[config.mk]
export PLATFORM = sky130hd
export DESIGN_NAME = line_splitter_with_overflow_drop
export DESIGN_NICKNAME = d
export VERILOG_FILES = /design/src/lsod_pkg.sv /design/src/lsod_ram.sv /design/src/lsod_ctrl.sv /design/src/line_splitter_with_overflow_drop.sv
export SDC_FILE = /design/constraint.sdc
export NUM_CORES = 1
export LEC_CHECK = 0
export CAP_MARGIN = 20
export CORE_MARGIN = 8
export CORE_UTILIZATION = 50
export DETAILED_ROUTE_END_ITERATION = 10
export DONT_BUFFER_PORTS = 1
export GPL_ROUTABILITY_DRIVEN = 0
export MAX_ROUTING_LAYER = met4
export PLACE_DENSITY = 0.7
export SLEW_MARGIN = 20
export SYNTH_ARGS = -nofsm -noshare
export SYNTH_HDL_FRONTEND = slang
export SYNTH_SLANG_ARGS = --single-unit
[constraint.sdc]
create_clock -name clk -period 6.6 [get_ports clk]
set_clock_uncertainty 0.15 [all_clocks]
set_input_delay 1.32 -clock clk [delete_from_list [all_inputs] [get_ports clk]]
set_output_delay 1.32 -clock clk [all_outputs]
set_load 0.005 [all_outputs]
[src/lsod_pkg.sv]
// ----------------------------------------------------------------------------
// lsod_pkg
// Shared types, constants and helpers for the line splitter with overflow drop.
// ----------------------------------------------------------------------------
package lsod_pkg;

  localparam int STORE_DEPTH = 64;
  localparam int ADDR_W      = $clog2(STORE_DEPTH);
  localparam int CNT_W       = $clog2(STORE_DEPTH + 1);
  localparam int LIMIT_W     = 7;
  localparam int MIN_LIMIT   = 16;
  localparam int CFG_IDX_W   = 1;
  localparam int CFG_DATA_W  = 7;

  localparam logic [7:0] NEWLINE = 8'h0A;

  typedef enum logic [CFG_IDX_W-1:0] {
    CFG_LINE_LIMIT  = 1'b0,
    CFG_FOLLOW_MODE = 1'b1
  } cfg_reg_t;

  typedef enum logic [2:0] {
    KIND_BYTE     = 3'd0,
    KIND_EMPTY    = 3'd1,
    KIND_OVERFLOW = 3'd2,
    KIND_END      = 3'd3,
    KIND_WAIT     = 3'd4
  } kind_t;

  typedef enum logic {
    ACT_DATA = 1'b0,
    ACT_EOS  = 1'b1
  } action_t;

  typedef enum logic [1:0] {
    S_IDLE,
    S_RD,
    S_LD,
    S_END
  } state_t;

  typedef struct packed {
    logic       action;
    logic [7:0] data_in;
  } in_t;

  typedef struct packed {
    logic [2:0] kind;
    logic [7:0] data_out;
    logic       line_end;
    logic       last;
  } out_t;

  // Settings handed from the register block to the sequencer.
  typedef struct packed {
    logic [CNT_W-1:0] limit;
    logic             follow;
  } ctl_cfg_t;

  // Zero selects the full store; other values clamp to [MIN_LIMIT, STORE_DEPTH].
  function automatic logic [CNT_W-1:0] eff_limit(input logic [LIMIT_W-1:0] l);
    logic [CNT_W-1:0] r;
    if (l == '0 || int'(l) > STORE_DEPTH) begin
      r = CNT_W'(STORE_DEPTH);
    end else if (int'(l) < MIN_LIMIT) begin
      r = CNT_W'(MIN_LIMIT);
    end else begin
      r = CNT_W'(l);
    end
    return r;
  endfunction

endpackage

[src/lsod_ram.sv]
// ----------------------------------------------------------------------------
// lsod_ram
// Generic single-write, single-read RAM with registered read data.
// ----------------------------------------------------------------------------
module lsod_ram #(
  parameter int WIDTH = 8,
  parameter int DEPTH = 64
) (
  input  logic                     clk,
  input  logic                     we,
  input  logic [$clog2(DEPTH)-1:0] waddr,
  input  logic [WIDTH-1:0]         wdata,
  input  logic                     re,
  input  logic [$clog2(DEPTH)-1:0] raddr,
  output logic [WIDTH-1:0]         rdata
);

  logic [WIDTH-1:0] mem [DEPTH];
  logic [WIDTH-1:0] rdata_r;

  always_ff @(posedge clk) begin
    if (we) begin
      mem[waddr] <= wdata;
    end
    if (re) begin
      rdata_r <= mem[raddr];
    end
  end

  assign rdata = rdata_r;

endmodule

[src/lsod_ctrl.sv]
// ----------------------------------------------------------------------------
// lsod_ctrl
// Sequencer: takes transactions, writes bytes into the line store, reads a
// finished line back out byte by byte (store read, then output load), owns the output register.
// ----------------------------------------------------------------------------
module lsod_ctrl (
  input  logic                  clk,
  input  logic                  rst_n,
  input  lsod_pkg::ctl_cfg_t    cfg,
  input  logic                  in_valid,
  output logic                  in_ready,
  input  lsod_pkg::in_t         in_data,
  output logic                  out_valid,
  input  logic                  out_ready,
  output lsod_pkg::out_t        out_data,
  output logic                  mem_we,
  output logic [lsod_pkg::ADDR_W-1:0] mem_waddr,
  output logic [7:0]            mem_wdata,
  output logic                  mem_re,
  output logic [lsod_pkg::ADDR_W-1:0] mem_raddr,
  input  logic [7:0]            mem_rdata
);
  import lsod_pkg::*;

  state_t            state_r, state_nxt;
  logic [CNT_W-1:0]  held_r, held_nxt;
  logic [ADDR_W-1:0] idx_r, idx_nxt;
  logic              disc_r, disc_nxt;
  logic              ended_r, ended_nxt;
  logic              tail_end_r, tail_end_nxt;
  logic              last_item_r, last_item_nxt;
  logic              out_valid_r, out_valid_nxt;
  out_t              out_data_r, out_data_nxt;

  logic              slot_free;
  logic              accept;
  logic              is_nl;
  logic              fin;
  logic [CNT_W-1:0]  held_inc;

  assign slot_free = !out_valid_r || out_ready;
  assign in_ready  = (state_r == S_IDLE) && slot_free;
  assign accept    = in_valid && in_ready;
  assign is_nl     = (in_data.data_in == NEWLINE);
  assign held_inc  = held_r + CNT_W'(1);
  assign fin       = ((CNT_W'(idx_r) + CNT_W'(1)) == held_r);

  // Store write happens only on a data byte that is being held.
  assign mem_we    = accept && !ended_r && (in_data.action == ACT_DATA) && !disc_r && !is_nl;
  assign mem_waddr = held_r[ADDR_W-1:0];
  assign mem_wdata = in_data.data_in;
  assign mem_re    = (state_r == S_RD);
  assign mem_raddr = idx_r;

  // Next state
  always_comb begin
    state_nxt = state_r;
    unique case (state_r)
      S_IDLE: begin
        if (accept && !ended_r && is_nl && (in_data.action == ACT_DATA) && !disc_r &&
            held_r != '0) begin
          state_nxt = S_RD;
        end else if (accept && !ended_r && (in_data.action == ACT_EOS) && !cfg.follow &&
                     !disc_r && held_r != '0) begin
          state_nxt = S_RD;
        end
      end
      S_RD: state_nxt = S_LD;
      S_LD: begin
        if (slot_free) begin
          if (!fin)           state_nxt = S_RD;
          else if (tail_end_r) state_nxt = S_END;
          else                state_nxt = S_IDLE;
        end
      end
      S_END: begin
        if (slot_free) state_nxt = S_IDLE;
      end
      default: state_nxt = S_IDLE;
    endcase
  end

  // Datapath and outputs
  always_comb begin
    held_nxt      = held_r;
    idx_nxt       = idx_r;
    disc_nxt      = disc_r;
    ended_nxt     = ended_r;
    tail_end_nxt  = tail_end_r;
    last_item_nxt = last_item_r;
    out_valid_nxt = out_ready ? 1'b0 : out_valid_r;
    out_data_nxt  = out_data_r;
    unique case (state_r)
      S_IDLE: begin
        if (accept) begin
          if (ended_r) begin
            if (in_data.action == ACT_EOS) begin
              out_valid_nxt = 1'b1;
              out_data_nxt  = '{kind: KIND_END, data_out: '0, line_end: 1'b0, last: 1'b1};
            end
          end else if (in_data.action == ACT_DATA) begin
            if (disc_r) begin
              if (is_nl) disc_nxt = 1'b0;
            end else if (is_nl) begin
              if (held_r == '0) begin
                out_valid_nxt = 1'b1;
                out_data_nxt  = '{kind: KIND_EMPTY, data_out: '0, line_end: 1'b1, last: 1'b1};
              end else begin
                idx_nxt       = '0;
                last_item_nxt = 1'b1;
                tail_end_nxt  = 1'b0;
              end
            end else if (held_inc >= cfg.limit) begin
              held_nxt      = '0;
              disc_nxt      = 1'b1;
              out_valid_nxt = 1'b1;
              out_data_nxt  = '{kind: KIND_OVERFLOW, data_out: '0, line_end: 1'b0, last: 1'b1};
            end else begin
              held_nxt = held_inc;
            end
          end else if (cfg.follow) begin
            out_valid_nxt = 1'b1;
            out_data_nxt  = '{kind: KIND_WAIT, data_out: '0, line_end: 1'b0, last: 1'b1};
          end else begin
            ended_nxt = 1'b1;
            if (disc_r || held_r == '0) begin
              disc_nxt      = 1'b0;
              held_nxt      = '0;
              out_valid_nxt = 1'b1;
              out_data_nxt  = '{kind: KIND_END, data_out: '0, line_end: 1'b0, last: 1'b1};
            end else begin
              idx_nxt       = '0;
              last_item_nxt = 1'b0;
              tail_end_nxt  = 1'b1;
            end
          end
        end
      end
      S_RD: ;
      S_LD: begin
        if (slot_free) begin
          out_valid_nxt = 1'b1;
          out_data_nxt  = '{kind: KIND_BYTE, data_out: mem_rdata, line_end: fin,
                            last: fin && last_item_r};
          if (fin) held_nxt = '0;
          else     idx_nxt  = idx_r + ADDR_W'(1);
        end
      end
      S_END: begin
        if (slot_free) begin
          out_valid_nxt = 1'b1;
          out_data_nxt  = '{kind: KIND_END, data_out: '0, line_end: 1'b0, last: 1'b1};
        end
      end
      default: ;
    endcase
  end

  always_ff @(posedge clk) begin
    if (!rst_n) begin
      state_r     <= S_IDLE;
      held_r      <= '0;
      disc_r      <= 1'b0;
      ended_r     <= 1'b0;
      tail_end_r  <= 1'b0;
      out_valid_r <= 1'b0;
    end else begin
      state_r     <= state_nxt;
      held_r      <= held_nxt;
      disc_r      <= disc_nxt;
      ended_r     <= ended_nxt;
      tail_end_r  <= tail_end_nxt;
      out_valid_r <= out_valid_nxt;
    end
  end

  always_ff @(posedge clk) begin
    idx_r       <= idx_nxt;
    last_item_r <= last_item_nxt;
    out_data_r  <= out_data_nxt;
  end

  assign out_valid = out_valid_r;
  assign out_data  = out_data_r;

endmodule

[src/line_splitter_with_overflow_drop.sv]
// ----------------------------------------------------------------------------
// line_splitter_with_overflow_drop
// Newline-delimited line framer: holds bytes in a line store, emits a whole
// line on newline (or on end of stream with follow mode off), reports overflow and drops over-long lines.
// ----------------------------------------------------------------------------
//  channel | signals                        | transaction moves
//  --------+--------------------------------+-------------------------------
//  in      | in_valid/in_ready, in_data     | one stream byte or end of stream
//  out     | out_valid/out_ready, out_data  | one line byte or status result
//  cfg     | cfg_we, cfg_index, cfg_wdata   | one register write, no wait
//
//  A byte that is held is written into the store. A completed line is read
//  back byte by byte (store read, then load into the output register, which
//  waits while the output register is stalled); the sequencer waits for each
//  store read before it issues the next. Status results go straight into the
//  output register.
//  Reset (rst_n low, synchronous) empties the held line, clears the discard
//  and ended states and restores line_limit 64, follow_mode 0. The store is
//  not cleared: only entries written for the current line are read.
//  A stalled out_ready holds the output register; input is taken only while
//  the sequencer is idle and the output register is free or being drained.
// ----------------------------------------------------------------------------
module line_splitter_with_overflow_drop (
  input  logic                             clk,
  input  logic                             rst_n,
  input  logic                             in_valid,
  output logic                             in_ready,
  input  lsod_pkg::in_t                    in_data,
  output logic                             out_valid,
  input  logic                             out_ready,
  output lsod_pkg::out_t                   out_data,
  input  logic                             cfg_we,
  input  logic [lsod_pkg::CFG_IDX_W-1:0]   cfg_index,
  input  logic [lsod_pkg::CFG_DATA_W-1:0]  cfg_wdata
);
  import lsod_pkg::*;

  // Configuration registers
  logic [LIMIT_W-1:0] line_limit_r;
  logic               follow_mode_r;
  ctl_cfg_t           ctl_cfg;

  always_ff @(posedge clk) begin
    if (!rst_n) begin
      line_limit_r  <= LIMIT_W'(64);
      follow_mode_r <= 1'b0;
    end else if (cfg_we) begin
      unique case (cfg_reg_t'(cfg_index))
        CFG_LINE_LIMIT:  line_limit_r  <= cfg_wdata[LIMIT_W-1:0];
        CFG_FOLLOW_MODE: follow_mode_r <= cfg_wdata[0];
        default: ;
      endcase
    end
  end

  // Clamp once here; the sequencer only ever sees a legal limit.
  assign ctl_cfg.limit  = eff_limit(line_limit_r);
  assign ctl_cfg.follow = follow_mode_r;

  // Line store port signals
  logic              mem_we;
  logic [ADDR_W-1:0] mem_waddr;
  logic [7:0]        mem_wdata;
  logic              mem_re;
  logic [ADDR_W-1:0] mem_raddr;
  logic [7:0]        mem_rdata;

  lsod_ctrl u_ctrl (
    .clk       (clk),
    .rst_n     (rst_n),
    .cfg       (ctl_cfg),
    .in_valid  (in_valid),
    .in_ready  (in_ready),
    .in_data   (in_data),
    .out_valid (out_valid),
    .out_ready (out_ready),
    .out_data  (out_data),
    .mem_we    (mem_we),
    .mem_waddr (mem_waddr),
    .mem_wdata (mem_wdata),
    .mem_re    (mem_re),
    .mem_raddr (mem_raddr),
    .mem_rdata (mem_rdata)
  );

  // Writes happen only while idle and reads only while draining a line,
  // so the two ports never touch the same entry in one cycle.
  lsod_ram #(
    .WIDTH (8),
    .DEPTH (STORE_DEPTH)
  ) u_line_store (
    .clk   (clk),
    .we    (mem_we),
    .waddr (mem_waddr),
    .wdata (mem_wdata),
    .re    (mem_re),
    .raddr (mem_raddr),
    .rdata (mem_rdata)
  );

endmodule

==> results of run 1 <==
power groups by stage:
stage	Sequential (mW)	Combinational, mW	Clock (mW)
after floorplan	4.00	0.102	0
after global placement	4.00	0.127	0
after detailed placement	4.00	0.129	0
after CTS	3.93	0.130	3.06
after global routing	3.93	0.141	3.19
final	3.93	0.130	3.01
sequential cells by signal (all words and copies together) (netlist names):
name and flops:
line_limit_r 7, u_ctrl.disc_r 1, u_ctrl.held_r 7, u_ctrl.state_r 2, u_line_store.rdata 8, u_line_store.mem 512, u_ctrl.tail_end_r 1, u_ctrl.ended_r 1
u_ctrl.mem_raddr 6, u_ctrl.out_data 13, follow_mode_r 1, u_ctrl.last_item_r 1, u_ctrl.out_valid 1
synth_stat cells (3+ instances only):
master and count:
buf_2 33, buf_4 3, xor2_1 9, a21oi_1 21
mux2i_1 19, nand4_1 10, a31oi_1 4, inv_1 10
buf_1 8, xnor2_1 6, o221a_2 3, or4_1 4
a221oi_1 4, o21ai_0 7, dfxtp_1 21, ha_1 10
nor2b_1 14, edfxtp_1 540, nand2_1 24, a22o_1 5
and2_1 12, clkbuf_1 23, nor4_1 3, a211oi_1 4
a22oi_1 48, nor3_1 5, nand2b_1 7, nand3b_1 3
nor2_1 100, mux4_2 128, nand3_1 30, and4_1 4
worst max-delay path by stage:
| stage | to | slack [ns] | start | cells past startpoint |
|---|---|---|---|---|
| CTS | u_line_store.mem[39][6]$_DFFE_PP_ | 2.85 | in_data[3] | 5 |
| detailed placement | u_line_store.mem[39][1]$_DFFE_PP_ | 2.19 | in_data[3] | 5 |
| global route | u_line_store.mem[39][4]$_DFFE_PP_ | 2.62 | in_data[1] | 5 |
| finish | u_line_store.mem[15][6]$_DFFE_PP_ | 2.66 | in_data[7] | 5 |
| global placement | u_line_store.mem[7][4]$_DFFE_PP_ | 2.29 | in_data[3] | 5 |
| floorplan | u_line_store.mem[42][0]$_DFFE_PP_ | 3.12 | in_data[3] | 6 |
worst max-delay path: cells and delay by family:
family | cells | cell delay [ns]
and+or+nand+nor | 5 | 2.55
layer usage:
layer	up-vias	track usage (%)	share of wire (%)
met5	-	-	0
met4	0	5.75	2.7
met3	86	3.90	9.0
met2	567	28.2	46
met1	5715	27.2	42
li1	4703	-	-
cell families (layout without fill, tap and decap cells):
group | count (synthesis) | count (layout) | share of synthesized area (%)
flops | 561 | 561 | 74.7
mux | 148 | 148 | 13.8
compound gates | 111 | 111 | 3.56
xor+xnor | 16 | 16 | 0.696
buf+inv | 77 | 111 | 1.53
simple gates | 231 | 231 | 5.13
fa+ha+maj | 10 | 10 | 0.562
stage by stage:
stage	cells	area, um2
finish	1780	24500
global route	1780	24500
CTS	1780	24500
detailed placement	1683	22800
global placement	1683	22800
floorplan	1154	22300
layout make-up:
type | count | area (um2) | share of cell area, %
Tap cell | 592 | 741 | 3.02
Sequential cell | 561 | 16600 | 67.9
Timing Repair Buffer | 4 | 55.1 | 0.225
Inverter | 10 | 37.5 | 0.153
Multi-Input combinational cell | 516 | 5300 | 21.6
Clock inverter | 37 | 337 | 1.37
Clock buffer | 60 | 1400 | 5.69
==> out/metrics.yaml, run 1 <==
critical_path:
  critPathMaxStageDelay_ns: 0.82
  cp_max_fo: 65
  required_ns: 6.66
  slowest_stage: "nor2_1"
  reg2reg_to: "u_line_store.mem[15][6]$_DFFE_PP_"
  crit_top_cell: "nor2_1"
  cp-start-kind: "input pin"
  path_cells: "or4_1 -> nor2_1 -> nor4_1 -> nand4_1 -> nor2_1"
  critical_path_class: "in2reg"
  critPathCaptureType: "flop"
  cp.arrival_ns: 4.01
  rr_worst_depth: 5
  rrSetupSlack_ns: 3.00
  r2r-start: "u_ctrl.state_r[1]$_SDFFE_PN0P_"
routing:
  final_antenna_net_count: 0
  routed_wl_um: 47400
  dr_total_vias: 11071
  routed_via_density: 6.22
  drcViolationCount: 0
  first_pass_iters: 8
  wl_per_cell_um: 26.7
  drtIter0Drc: 1255
power_and_ir_drop:
  switching_share_pct: 19.9
  power_frac_seq_pct: 55.6
  clkPwrFrac_pct: 42.6
  power_frac_comb_pct: 1.8
  internal-power_mw: 5.66
  power_mw: 7.06
  p_switching_mw: 1.40
  cellLeakagePower_nw: 7.53
  ir_drop_v: 0.000172
  power_density_nw_per_um2: 288
clock_network:
  postCtsHoldBufs: 0
  postCtsSetupBuffers: 0
  cts_buffers: 53
  cts_tree: "built"
  h-tree-depth: 2
  clk_path_buf_depth: 3
  insertion_delay_ns: 0.60
  clk_pin_slew_ns: 0.06
  cts.sinks: 561
  ctsResizeCount: 0
  root_buffer: "clkbuf_16"
finish:
  final_common_cell: "edfxtp_1"
  antenna_cells: 0
  final_nets: 1178
  n_fill_cell: 3339
  drive_gt1_share_pct: 19.4
  layout_common_cells: "edfxtp_1 (540), mux4_2 (128), nor2_1 (100)"
  final_util_pct: 55.5
  syn_to_final_growth_pct: 9.99
timing:
  setup_violations: 0
  holdWs_ns: 0.351
  hold_viol: 0
  max_clock_freq_ghz: 0.254
  period_share_pct: 59.7
  worst_slew_pin_slew_ns: 1.07
  maxSlewHeadroom_pct: 28.4
  min_period_ns: 3.94
  drv_slew: 0
  fin_ws_ns: 2.66
  fin_setup_tns_ns: 0
  rsz0062_at_grt: "false"
grt:
  grt_util_all_layers_pct: 19.2
  grt_max_degree: 132
  grt_overflow: 0
  grt_antenna_before_repair: 0
  grt_pass1_vias: 11010
  grt_pass1_wl_um: 71100
hold_path:
  holdPathStages: 2
  holdCritPathClass: "reg2reg"
  whs_endpoint: "u_ctrl.tail_end_r$_SDFFE_PN0P_"
  hold_start: "u_ctrl.tail_end_r$_SDFFE_PN0P_"
synthesis:
  synth_area_um2: 22300
  avgSynthCellArea_um2: 19.3
  yosys_warnings: 0
  synth_edf_count: 540
  yosysSeqAreaShare_pct: 74.7
  ys_ff_latch: 561
  synth.distinct_cells: 57
  yosysTopAreaCell: "edfxtp_1"
  synth_top_area_share_pct: 72.8
  synth_area_leaders: "edfxtp_1 (73%), mux4_2 (13%), dfxtp_1 (1.9%)"
  synthArstFlopShare_pct: 0
  synth_cells: 1154
  syn_nets: 1186
  synthFlopType: "edfxtp_1"
placed_design:
  portBuffers: 0
  place_ws_ns: 2.19
  dp_hpwl_um: 27700
die:
  dieWidth_um: 227
  dieArea_um2: 51600
  ios: 37
  core_um2: 44100
  initial_utilization_pct: 50.5
  die_h_um: 227
  rows: 77
outcome:
  status: "complete, no violations"
job:
  drv_cap: 0
No activity file was read; power rests on OpenSTA's default activity.
==> run 2, diff against run 1 <==
--- a/config.mk
+++ b/config.mk
@@ -12,7 +12,7 @@
 export DONT_BUFFER_PORTS = 1
 export GPL_ROUTABILITY_DRIVEN = 0
 export MAX_ROUTING_LAYER = met4
-export PLACE_DENSITY = 0.7
+export PLACE_DENSITY = 0.73
 export SLEW_MARGIN = 20
 export SYNTH_ARGS = -nofsm -noshare
 export SYNTH_HDL_FRONTEND = slang
==> constraint.sdc (replaced) <==
create_clock -name clk -period 3.5 [get_ports clk]
set_clock_uncertainty 0.15 [all_clocks]
set_input_delay 0.7 -clock clk [delete_from_list [all_inputs] [get_ports clk]]
set_output_delay 0.7 -clock clk [all_outputs]
set_load 0.005 [all_outputs]
==> run 2 against run 1 <==
Against the previous run: final area is 3.0% higher; sequential power is 88% higher; worst setup slack worse by 2.3 ns; clock-buffer cell count is 2 lower; sequential share of layout area is 2.0 points lower; largest power group unchanged; critical path type is now reg2reg; worst hold slack worse by 0.31 ns; die area stayed put; clock power is 96% higher; global-route usage is 0.18 points higher; combinational power is 100% higher; total power is 92% higher; routed wire length is 0.21% higher.
==> out/metrics.yaml, run 2 (same netlist as run 1, synthesis figures left out) <==
power_and_ir_drop:
  switching_share_pct: 19.1  # -0.76 points
  power_density_nw_per_um2: 537  # +86%
  clkPwrFrac_pct: 43.5  # +0.9 points
  power_frac_comb_pct: 1.9  # about the same
  power_frac_seq_pct: 54.6  # -1.0 points
  internal-power_mw: 11.0  # +94%
  ir_drop_v: 0.000350  # +100%
  cellLeakagePower_nw: 8.02  # +6.5%
  power_mw: 13.6  # +92%
  p_switching_mw: 2.59  # +85%
critical_path:
  r2r-start: "u_ctrl.held_r[1]$_SDFFE_PN0P_"
  startpoint: "u_ctrl.held_r[1]$_SDFFE_PN0P_"
  crit_end: "u_ctrl.out_data[2]$_DFFE_PP_"
  critPathCaptureType: "flop"
  cp.arrival_ns: 3.30  # -0.71 ns
  required_ns: 3.61  # -3.05 ns
  cp_max_fo: 13  # -80%
  rr_worst_depth: 9  # +4
  rrSetupSlack_ns: 0.31  # -2.69 ns
  cp-start-kind: "flop"
  reg2reg_to: "u_ctrl.out_data[2]$_DFFE_PP_"
  critical_path_class: "reg2reg"
finish:
  syn_to_final_growth_pct: 13.3
  drive_gt1_share_pct: 24.5  # +5.1 points
  final_nets: 1265  # +7.4%
  layout_common_cells: "edfxtp_1 (540), mux4_2 (128), nor2_1 (100)"
  antenna_cells: 0  # unchanged
  final_common_cell: "edfxtp_1"
  final_util_pct: 57.2  # +1.7 points
  largest_register_ffs: 512  # unchanged
  largest-register: "u_line_store.mem"
die:
  initial_utilization_pct: 50.5  # unchanged
  rows: 77  # unchanged
  die_h_um: 227  # unchanged
  dieWidth_um: 227  # unchanged
  dieArea_um2: 51600  # unchanged
  core_um2: 44100  # unchanged
  ios: 37  # unchanged
clock_network:
  cts_tree: "built"
  postCtsSetupBuffers: 0  # unchanged
  ctsResizeCount: 0  # unchanged
  postCtsHoldBufs: 0  # unchanged
  clk_path_buf_depth: 3  # unchanged
  clk_pin_slew_ns: 0.06  # about the same
  insertion_delay_ns: 0.60  # about the same
  h-tree-depth: 2  # unchanged
  cts_buffers: 54  # +1.9%
  root_buffer: "clkbuf_16"
  cts.sinks: 561  # unchanged
routing:
  routed_wl_um: 47500  # +0.21%
  routed_via_density: 6.09  # -2.1%
  drcViolationCount: 0  # unchanged
  final_antenna_net_count: 0  # unchanged
  dr_total_vias: 11361  # +2.6%
  wl_per_cell_um: 25.5  # -4.4%
  first_pass_iters: 5  # -3
  drtIter0Drc: 1280  # +2.0%
timing:
  rsz0062_at_grt: "false"
  worst_slew_pin_slew_ns: 0.846  # -0.225 ns
  drv_slew: 0  # unchanged
  hold_viol: 0  # unchanged
  max_clock_freq_ghz: 0.313
  period_share_pct: 91.2
  fin_setup_tns_ns: 0  # unchanged
  setup_violations: 0  # unchanged
  min_period_ns: 3.19
  maxSlewHeadroom_pct: 43.4  # +15 points
placed_design:
  portBuffers: 0  # unchanged
  dp_hpwl_um: 28700  # +3.3%
grt:
  grt_overflow: 0  # unchanged
  grt_util_all_layers_pct: 19.4  # +0.18 points
  grt_max_degree: 66  # -50%
  grt_pass1_vias: 11373  # +3.3%
  grt_antenna_before_repair: 0  # unchanged
  grt_pass1_wl_um: 72000  # +1.3%
hold_path:
  holdCritPathClass: "in2reg"
job:
  drv_cap: 0  # unchanged
outcome:
  status: "complete, no violations"
==> run 2: power by group through the flow <==
stage                     combinational, mW  clock (mW)  sequential (mW)
after floorplan                       0.192           0             7.54
after global placement                0.255           0             7.54
after detailed placement              0.261           0             7.54
after CTS                             0.262        6.00             7.40
after global routing                  0.284        6.26             7.40
final                                 0.264        5.90             7.40
==> run 2: critical path: stages, from the launching register on <==
cell and delay (ns):
dfxtp_1 0.49, ha_1 0.32, nand2_1 0.08, nor2_1 0.13, xor2_1 0.11, ha_1 0.33
nand4_1 0.10, o221a_2 0.30, o41ai_1 0.39, o221a_2 0.47
==> run 2: final cells by class <==
| type | instances | area, um2 |
|---|---|---|
| clock buffers | 58 | 1370 |
| flip-flops and latches | 561 | 16600 |
| repair buffers | 90 | 738 |
| inverters | 10 | 37.5 |
| clock inverters | 39 | 429 |
| well taps | 592 | 741 |
| multi-input cells | 516 | 5300 |
| fillers | 3243 | 18900 |
==> run 2: how the worst min path moves through the flow <==
stage / startpoint / end / slack, ns / cells after the start
floorplan: u_ctrl.tail_end_r$_SDFFE_PN0P_ / u_ctrl.tail_end_r$_SDFFE_PN0P_ / 0.32 / 2
global placement: u_ctrl.tail_end_r$_SDFFE_PN0P_ / u_ctrl.tail_end_r$_SDFFE_PN0P_ / 0.35 / 2
finish: in_data[6] / u_line_store.mem[52][6]$_DFFE_PP_ / 0.04 / 0
detailed placement: u_ctrl.tail_end_r$_SDFFE_PN0P_ / u_ctrl.tail_end_r$_SDFFE_PN0P_ / 0.35 / 2
CTS: rst_n / line_limit_r[6]$_SDFFE_PN1P_ / 0.02 / 1
global route: in_data[6] / u_line_store.mem[52][6]$_DFFE_PP_ / 0.02 / 0
==> run 2: metal layers <==
layer	vias up	part of all wire, %	GRT usage [%]	routed length (um)
met5	-	0	-	0
met4	0	3.8	7.74	1810
met3	109	8.9	4.04	4240
met2	536	46	28.6	21800
met1	5839	41	26.4	19700
li1	4877	-	-	-
==> run 2: through the flow <==
| step | cells | cell area (um2) | worst slack (ns) | hold WS, ns |
|---|---|---|---|---|
| after floorplan | 1154 | 22300 | 0.486 | 0.318 |
| after global placement | 1769 | 23500 | 0.368 | 0.349 |
| after detailed placement | 1769 | 23500 | 0.326 | 0.350 |
| after CTS | 1866 | 25200 | 0.330 | 0.0242 |
| after global routing | 1866 | 25200 | 0.0415 | 0.0191 |
| final | 1866 | 25200 | 0.309 | 0.0417 |
